<file path="src/rtl/rfaf_pkg.sv">
`default_nettype none
package rfaf_pkg;

   // sample width of the ADC feeding the block
   localparam int unsigned ADC_BITS_DEF = 12;

   // register widths and reset values
   localparam int unsigned SUPPLY_W  = 16;
   localparam int unsigned FS_W      = 16;
   localparam int unsigned DIVR_W    = 24;
   localparam int unsigned CSR_W     = 24;
   localparam int unsigned CSR_IDX_W = 2;

   localparam logic [SUPPLY_W-1:0] SUPPLY_RST = 16'd3300;
   localparam logic [FS_W-1:0]     FS_RST     = 16'd4095;
   localparam logic [DIVR_W-1:0]   DIVR_RST   = 24'd10000;

   // register indexes
   localparam logic [CSR_IDX_W-1:0] CSR_SUPPLY = 2'd0;
   localparam logic [CSR_IDX_W-1:0] CSR_FS     = 2'd1;
   localparam logic [CSR_IDX_W-1:0] CSR_DIVR   = 2'd2;

   // result widths
   localparam int unsigned FORCE_W  = 20;
   localparam int unsigned GRAMS_W  = 17;
   localparam int unsigned STATUS_W = 3;

   // status codes
   localparam logic [STATUS_W-1:0] ST_CONTACT   = 3'd0;
   localparam logic [STATUS_W-1:0] ST_FLOOR     = 3'd1;
   localparam logic [STATUS_W-1:0] ST_AT_SUPPLY = 3'd2;
   localparam logic [STATUS_W-1:0] ST_VOUT_ZERO = 3'd3;
   localparam logic [STATUS_W-1:0] ST_R_OVER    = 3'd4;

   // arithmetic constants
   localparam int unsigned SAMPLE_FLOOR = 10;
   localparam logic [39:0] R_LIMIT      = 40'd10000000;
   // (100000000 / r) / 100 equals 1000000 / r
   localparam logic [19:0] FORCE_NUM    = 20'd1000000;
   localparam logic [6:0]  GRAMS_MUL    = 7'd102;
   // x / 1000 as (x * ceil(2^37 / 1000)) >> 37, exact for x below 2^27
   localparam int unsigned GRAMS_RECIP_W = 28;
   localparam logic [GRAMS_RECIP_W-1:0] GRAMS_RECIP = 28'd137438954;
   localparam int unsigned GRAMS_SHIFT   = 37;

endpackage
`default_nettype wire

</file>
<file path="src/rtl/rfaf_div.sv">
`default_nettype none
// Restoring divider, one quotient bit per register stage.
module rfaf_div
   import rfaf_pkg::*;
#(
   parameter int unsigned NUM_W  = 32,
   parameter int unsigned DEN_W  = 16,
   parameter int unsigned SIDE_W = 1
) (
   input  wire logic              clock,
   input  wire logic              reset,
   input  wire logic              in_valid,
   input  wire logic [NUM_W-1:0]  in_num,
   input  wire logic [DEN_W-1:0]  in_den,
   input  wire logic [SIDE_W-1:0] in_side,
   output logic                   out_valid,
   output logic [NUM_W-1:0]       out_quo,
   output logic [SIDE_W-1:0]      out_side
);

   logic              valid_ff [1:NUM_W];
   logic [NUM_W-1:0]  num_ff   [1:NUM_W];
   logic [NUM_W-1:0]  quo_ff   [1:NUM_W];
   logic [DEN_W-1:0]  rem_ff   [1:NUM_W];
   logic [DEN_W-1:0]  den_ff   [1:NUM_W];
   logic [SIDE_W-1:0] side_ff  [1:NUM_W];

   for (genvar k = 1; k <= NUM_W; k++) begin : g_stage
      logic              valid_prev;
      logic [NUM_W-1:0]  num_prev;
      logic [NUM_W-1:0]  quo_prev;
      logic [DEN_W-1:0]  rem_prev;
      logic [DEN_W-1:0]  den_prev;
      logic [SIDE_W-1:0] side_prev;
      logic [DEN_W:0]    trial;
      logic              ge;
      logic [DEN_W:0]    diff;
      logic [DEN_W-1:0]  rem_in;

      // first stage takes the incoming beat
      if (k == 1) begin : g_head
         assign valid_prev = in_valid;
         assign num_prev   = in_num;
         assign quo_prev   = '0;
         assign rem_prev   = '0;
         assign den_prev   = in_den;
         assign side_prev  = in_side;
      end else begin : g_tail
         assign valid_prev = valid_ff[k-1];
         assign num_prev   = num_ff[k-1];
         assign quo_prev   = quo_ff[k-1];
         assign rem_prev   = rem_ff[k-1];
         assign den_prev   = den_ff[k-1];
         assign side_prev  = side_ff[k-1];
      end

      // shift in next numerator bit, subtract if it fits
      always_comb begin
         trial  = {rem_prev, num_prev[NUM_W-1]};
         ge     = trial >= {1'b0, den_prev};
         diff   = trial - {1'b0, den_prev};
         rem_in = ge ? diff[DEN_W-1:0] : trial[DEN_W-1:0];
      end

      always_ff @(posedge clock) begin
         if (reset) begin
            valid_ff[k] <= 1'b0;
         end else begin
            valid_ff[k] <= valid_prev;
         end
         num_ff[k]  <= {num_prev[NUM_W-2:0], 1'b0};
         quo_ff[k]  <= {quo_prev[NUM_W-2:0], ge};
         rem_ff[k]  <= rem_in;
         den_ff[k]  <= den_prev;
         side_ff[k] <= side_prev;
      end
   end

   assign out_valid = valid_ff[NUM_W];
   assign out_quo   = quo_ff[NUM_W];
   assign out_side  = side_ff[NUM_W];

endmodule
`default_nettype wire

</file>
<file path="config.mk">
export PLATFORM = sky130hd
export DESIGN_NAME = rfaf_div
export DESIGN_NICKNAME = d
export VERILOG_FILES = /design/src/rtl/rfaf_pkg.sv /design/src/rtl/rfaf_div.sv
export SDC_FILE = /design/constraint.sdc
export NUM_CORES = 2
export LEC_CHECK = 0
export BUFFER_PORTS_ARGS = -buffer_cell sky130_fd_sc_hd__clkbuf_2
export CELL_PAD_IN_SITES_DETAIL_PLACEMENT = 0
export CELL_PAD_IN_SITES_GLOBAL_PLACEMENT = 1
export CORE_ASPECT_RATIO = 0.6
export CORE_UTILIZATION = 45
export DETAILED_ROUTE_END_ITERATION = 10
export PLACE_DENSITY_LB_ADDON = 0.15
export SLEW_MARGIN = 20
export SYNTH_ARGS = -nofsm -noshare
export SYNTH_HDL_FRONTEND = slang
export SYNTH_SLANG_ARGS = --single-unit
</file>
<file path="constraint.sdc">
create_clock -name clock -period 5.3 [get_ports clock]
set_input_delay 0.795 -clock clock [delete_from_list [all_inputs] [get_ports clock]]
set_output_delay 0.795 -clock clock [all_outputs]
set_load 0.01 [all_outputs]
</file>
### Yosys cells after proc, flatten, opt, wreduce, memory -nomap -nowiden

Memory sizes are Yosys's and may differ from the RTL's.
Cells that the tools add are included.

| storage, ports and cells | value |
|---|---|
| bits in registers | 0 |
| memory bits (writable) | 3104 |
| bits of input ports | 52 |
| word-level logic and storage cells | 169 |
| memories kept | 6 |

| cells by class | value |
|---|---|
| add/sub/neg operators | 32 |
| magnitude comparators | 32 |
| mux-type cells | 67 |
| bitwise operators | 32 |

Memories:

| memory | words | width | read ports | clocked after Yosys merged registers in | write ports | line | source |
|---|---|---|---|---|---|---|---|
| quo_ff | 32 | 32 | 32 | 0 | 32 | rfaf_div.sv:23 | `logic [NUM_W-1:0] quo_ff [1:NUM_W];` |
| num_ff | 32 | 31 | 31 | 0 | 32 | rfaf_div.sv:22 | `logic [NUM_W-1:0] num_ff [1:NUM_W];` |
| den_ff | 32 | 16 | 31 | 0 | 32 | rfaf_div.sv:25 | `logic [DEN_W-1:0] den_ff [1:NUM_W];` |
| rem_ff | 32 | 16 | 31 | 0 | 32 | rfaf_div.sv:24 | `logic [DEN_W-1:0] rem_ff [1:NUM_W];` |
| side_ff | 32 | 1 | 32 | 0 | 32 | rfaf_div.sv:26 | `logic [SIDE_W-1:0] side_ff [1:NUM_W];` |
| valid_ff | 32 | 1 | 32 | 0 | 32 | rfaf_div.sv:21 | `logic valid_ff [1:NUM_W];` |

Operator list:

| kind | number |
|---|---|
| $ge A17 B16 Y1 | 31 |
| $mux W16 | 32 |
| $sub A16 B16 Y16 | 31 |
| $mux W1 | 35 |
| $or A1 B1 Y1 | 32 |
| $ge A1 B16 Y1 | 1 |
| $sub A1 B16 Y16 | 1 |

### Depth between registers and ports, before layout

| logic depth | value |
|---|---|
| word-level depth | 3 |
| mapped depth | 12 |
| depth with buffers taken out | 11 |

### Worst setup path before layout

Ideal clock, no wire load.

| timing path | value |
|---|---|
| path type | flip-flop to flip-flop |
| start | register den_ff[0][385] (netlist name) |
| end | register rem_ff[0][412] (netlist name) |
| setup time | 121 ps |
| arrival | 2572 ps |
| data required time | 5179 ps |
| slack | 2607 ps |
| stages on the path, launching flop included | 12 |
| period minus slack after synthesis | 2693 ps |
| cells stage by stage | dfxtp_1 -> inv_1 -> ha_1 -> nor2b_1 -> o31a_1 -> o31ai_2 -> a21oi_1 -> o31ai_4 -> a31oi_2 -> nor3_4 -> buf_6 -> mux2_2 |

==> summary.md <==
| Metric | Value |
|---|---|
| Post-synth EDFFs | 0 |
| Area leader, netlist | dfxtp_1 |
| Gate Count Post-Synth | ~6500 |
| Crit path buffers/inverters | 2 |
| Final net count | ~7300 |
| Synthesized Nets | 7050 |
| I/O pins | between 80 and 90 |
| Placed insts | 8614 |
| Relative slew slack | between 20% and 30% |
| LEAKAGE | 36.3 nW |
| Post-synth cell types | 97 |
| Initial antenna violation count | 3 |
| Critical Path End Type | flip-flop |
| Power Total | 0.0486 W |
| Synth Area per Inst | 11.0 um^2 |
| Synth warn | 0 |
| CORE AREA | roughly 160000 um^2 |
| Slowest cell delay on critical path | 860 ps |
| Non-Filler Instances | 8972 |
| Drt drc | 1 |
| CTS tree | done |
| Count of cells resized by post-cts repair | 0 |
| Failing checks | DRC |
| DIE HEIGHT | just over 300 um |
| Outcome | finished with violations |
| Leading post-synthesis cells by cell area | dfxtp_1 (58%), ha_1 (8.7%), inv_1 (3.5%), mux2_2 (3.2%), a21oi_1 (2.7%) |
| CTS sink cnt | approximately 2100 |
| Post-route ant nets | 0 |
| Vias in the first global route | 41900 |
| Fillers | 14000 |
| Proportion of layout cells with a drive suffix above 1 | between 10% and 20% |
| HP Class | input port to flip-flop |
| Period utilization | 73.6% |
| Sum Neg Setup Slack | 0 ps |
| Largest delay share family, worst path | simple AND/OR/NAND/NOR gates |
| RSZ-0062 raised after global routing | false |
| Worst-path fanout max | 19 |
| Power density over cell area | around 600 nW/um^2 |
| Endpoints failing hold | 0 |
| Commonest cells post-synth | dfxtp_1 (2080), inv_1 (669), ha_1 (498) |
| Max Clock Freq | 256 MHz |
| Routed WL | around 140 mm |
| Row cnt | between 100 and 150 |
| Setup-failing EPs final | 0 |
| Slew Limit Fails | 0 |
| Skew final | ~34 ps |
| Die area | approximately 160000 um^2 |
| Largest net degree at the start of global routing | 33 |
| Worst Setup Path Type | flip-flop to flip-flop |
| Area fraction of the dominant cell type after synthesis | approximately three fifths |
| Vias/cell | 4.88 |
| Grt total ovfl | 0 |
| Final instance area | 81000 um^2 |
| Slowest CP cell | nor4_1 |
| Post-DP Area | 74300 um^2 |
| Fin crit period | slightly below 4000 ps |
| Post-synthesis register bit count | 2080 |
| GPL Wtd Cong | approximately 0.85 |
| MaxCap Viol Count | 0 |
| Number of DRC markers in iteration 0 | between 2000 and 3000 |
| Via Count | roughly 44000 |
| Synth Cell Area | roughly 71000 um^2 |
| Total GRT Usage | between 10% and 20% |
| Crit path DAT | 4580 ps |
| WHS | slightly above 80 ps |
| Cells along the critical path | inv_1, ha_1, nand3_1, or3_1, nor4_1, o31ai_1, a21oi_2, buf_4, mux2_2 |
| Part of the Yosys area used for sequential elements | between 50% and 60% |
| CTS buffer count | around 180 |
| DR pass1 iterations | 8 |
| CP required | 5980 ps |
| Deepest clock path buffer count | 3 |
| Clk root buf | clkbuf_16 |
| CTS H-tree lvls | 4 |
| Area delta synth->final | 13.5% |
| Final HPWL DP | between 100 and 150 mm |
| Critical Path Start Type | flip-flop |
| Port Buffers | 85 |
| Worst Tran Pin Value | roughly 1100 ps |
| Global-route wire length before repair | ~220 mm |
| Worst-Skew Late Latency | a little over 800 ps |
| Synth Flop Type | dfxtp_1 |
| Reg clk slew, reported paths | around 60 ps |
| Initial Utilization | between 40% and 50% |
| Most frequent cell after synthesis | dfxtp_1 |
| Die width | roughly 520 um |
| Drt wl/cell | between 15 and 20 um |
| Asr flop ratio synth | 0% |
| Worst ir drop on vdd | 340 uV |
==> metal layers <==
| metal | wire length (um) | vias up | global-route usage [%] |
|---|---|---|---|
| met1 | 74200 | 20200 | 26.8 |
| met4 | 2330 | 2 | 4.48 |
| li1 | - | 22500 | - |
| met5 | 13 | - | 0 |
| met3 | 7960 | 185 | 3.54 |
| met2 | 51000 | 862 | 23.0 |
==> cell type report <==
type | instances | area, um^2 | share of cell area [%]
Inverter | 670 | 2510 | 3.10
Sequential cell | 2080 | 41600 | 51.4
Antenna cell | 1 | 2.50 | 0.00309
Tap cell | 2109 | 2640 | 3.26
Clock inverter | 98 | 1410 | 1.73
Clock buffer | 241 | 5110 | 6.31
Timing Repair Buffer | 121 | 744 | 0.919
Multi-Input combinational cell | 3652 | 26900 | 33.3
==> power breakdown <==
part / internal, W / switching, W
combinational: 0.00675 / 0.00804
sequential: 0.0185 / 0.00138
clock: 0.00801 / 0.00590
total: 0.0333 / 0.0153
==> path summary, 6_finish.rpt <==
check / startpoint / end / slack [ps] / cells after the start
setup reg to reg: den_ff[0][88] / rem_ff[0][99] / 1400 / 9
hold reg to reg: num_ff[0][57] / num_ff[0][89] / 310 / 0
hold / removal: in_num[29] / num_ff[0][60] / 80 / 1
setup / recovery: den_ff[0][88] / rem_ff[0][99] / 1400 / 9
==> registers in the layout, indices dropped and copies added, names as in the netlist <==
register,count
side_ff,32
valid_ff,32
quo_ff,528
den_ff,496
num_ff,496
rem_ff,496
==> cell usage in the layout (no fill, tap or decap), types with 18 or more instances in the layout <==
cell and n:
a21o_1 95, xnor2_1 196, o21bai_1 20, clkinvlp_4 20, a211oi_1 30, mux2i_1 38, a21boi_0 35, dfxtp_1 2080
xor2_1 117, a21oi_1 386, clkbuf_16 183, fa_1 30, o31ai_1 45, nor4_1 43, bufinv_16 23, clkbuf_8 31
nor3_1 100, o31a_1 40, clkbuf_1 27, nand3_1 109, nor2_1 372, nand2b_1 64, buf_4 18, nand4_1 59
or2_2 24, or3_1 40, inv_1 669, nand2_1 297, o21a_1 98, o21ai_0 283, mux2_2 204, nor2b_1 105
clkinv_2 32, mux2_4 18, a31oi_1 38, clkbuf_2 85, ha_1 498
==> what timing repair did <==
action | 4_1_cts | 5_1_grt
buffers inserted | 0 | 0
hold endpoints to repair | 15 | 0
hold buffers | 15 | 0
==> worst register-to-register path: stages, from the launching register on <==
cell and delay, ps:
dfxtp_1 340, inv_1 50, ha_1 340, nand3_1 150, or3_1 460, nor4_1 860, o31ai_1 180, a21oi_2 770
buf_4 300, mux2_2 340
==> through the flow <==
step                setup WS (ps)  utilization, %
floorplan                    2610               -
global placement             1510            47.5
detailed placement           1500            47.5
CTS                          1480            51.8
global route                 1200            51.8
finish                       1400            51.8
==> cells by family after synthesis <==
family,Yosys count,share of synthesized area (%)
mux,265,4.21
flops,2080,58.4
fa+ha+maj,528,9.57
compound gates,1250,11.2
xor+xnor,313,3.84
buf+inv,738,4.00
simple gates,1296,8.83
(Power assumes the default switching activity.)
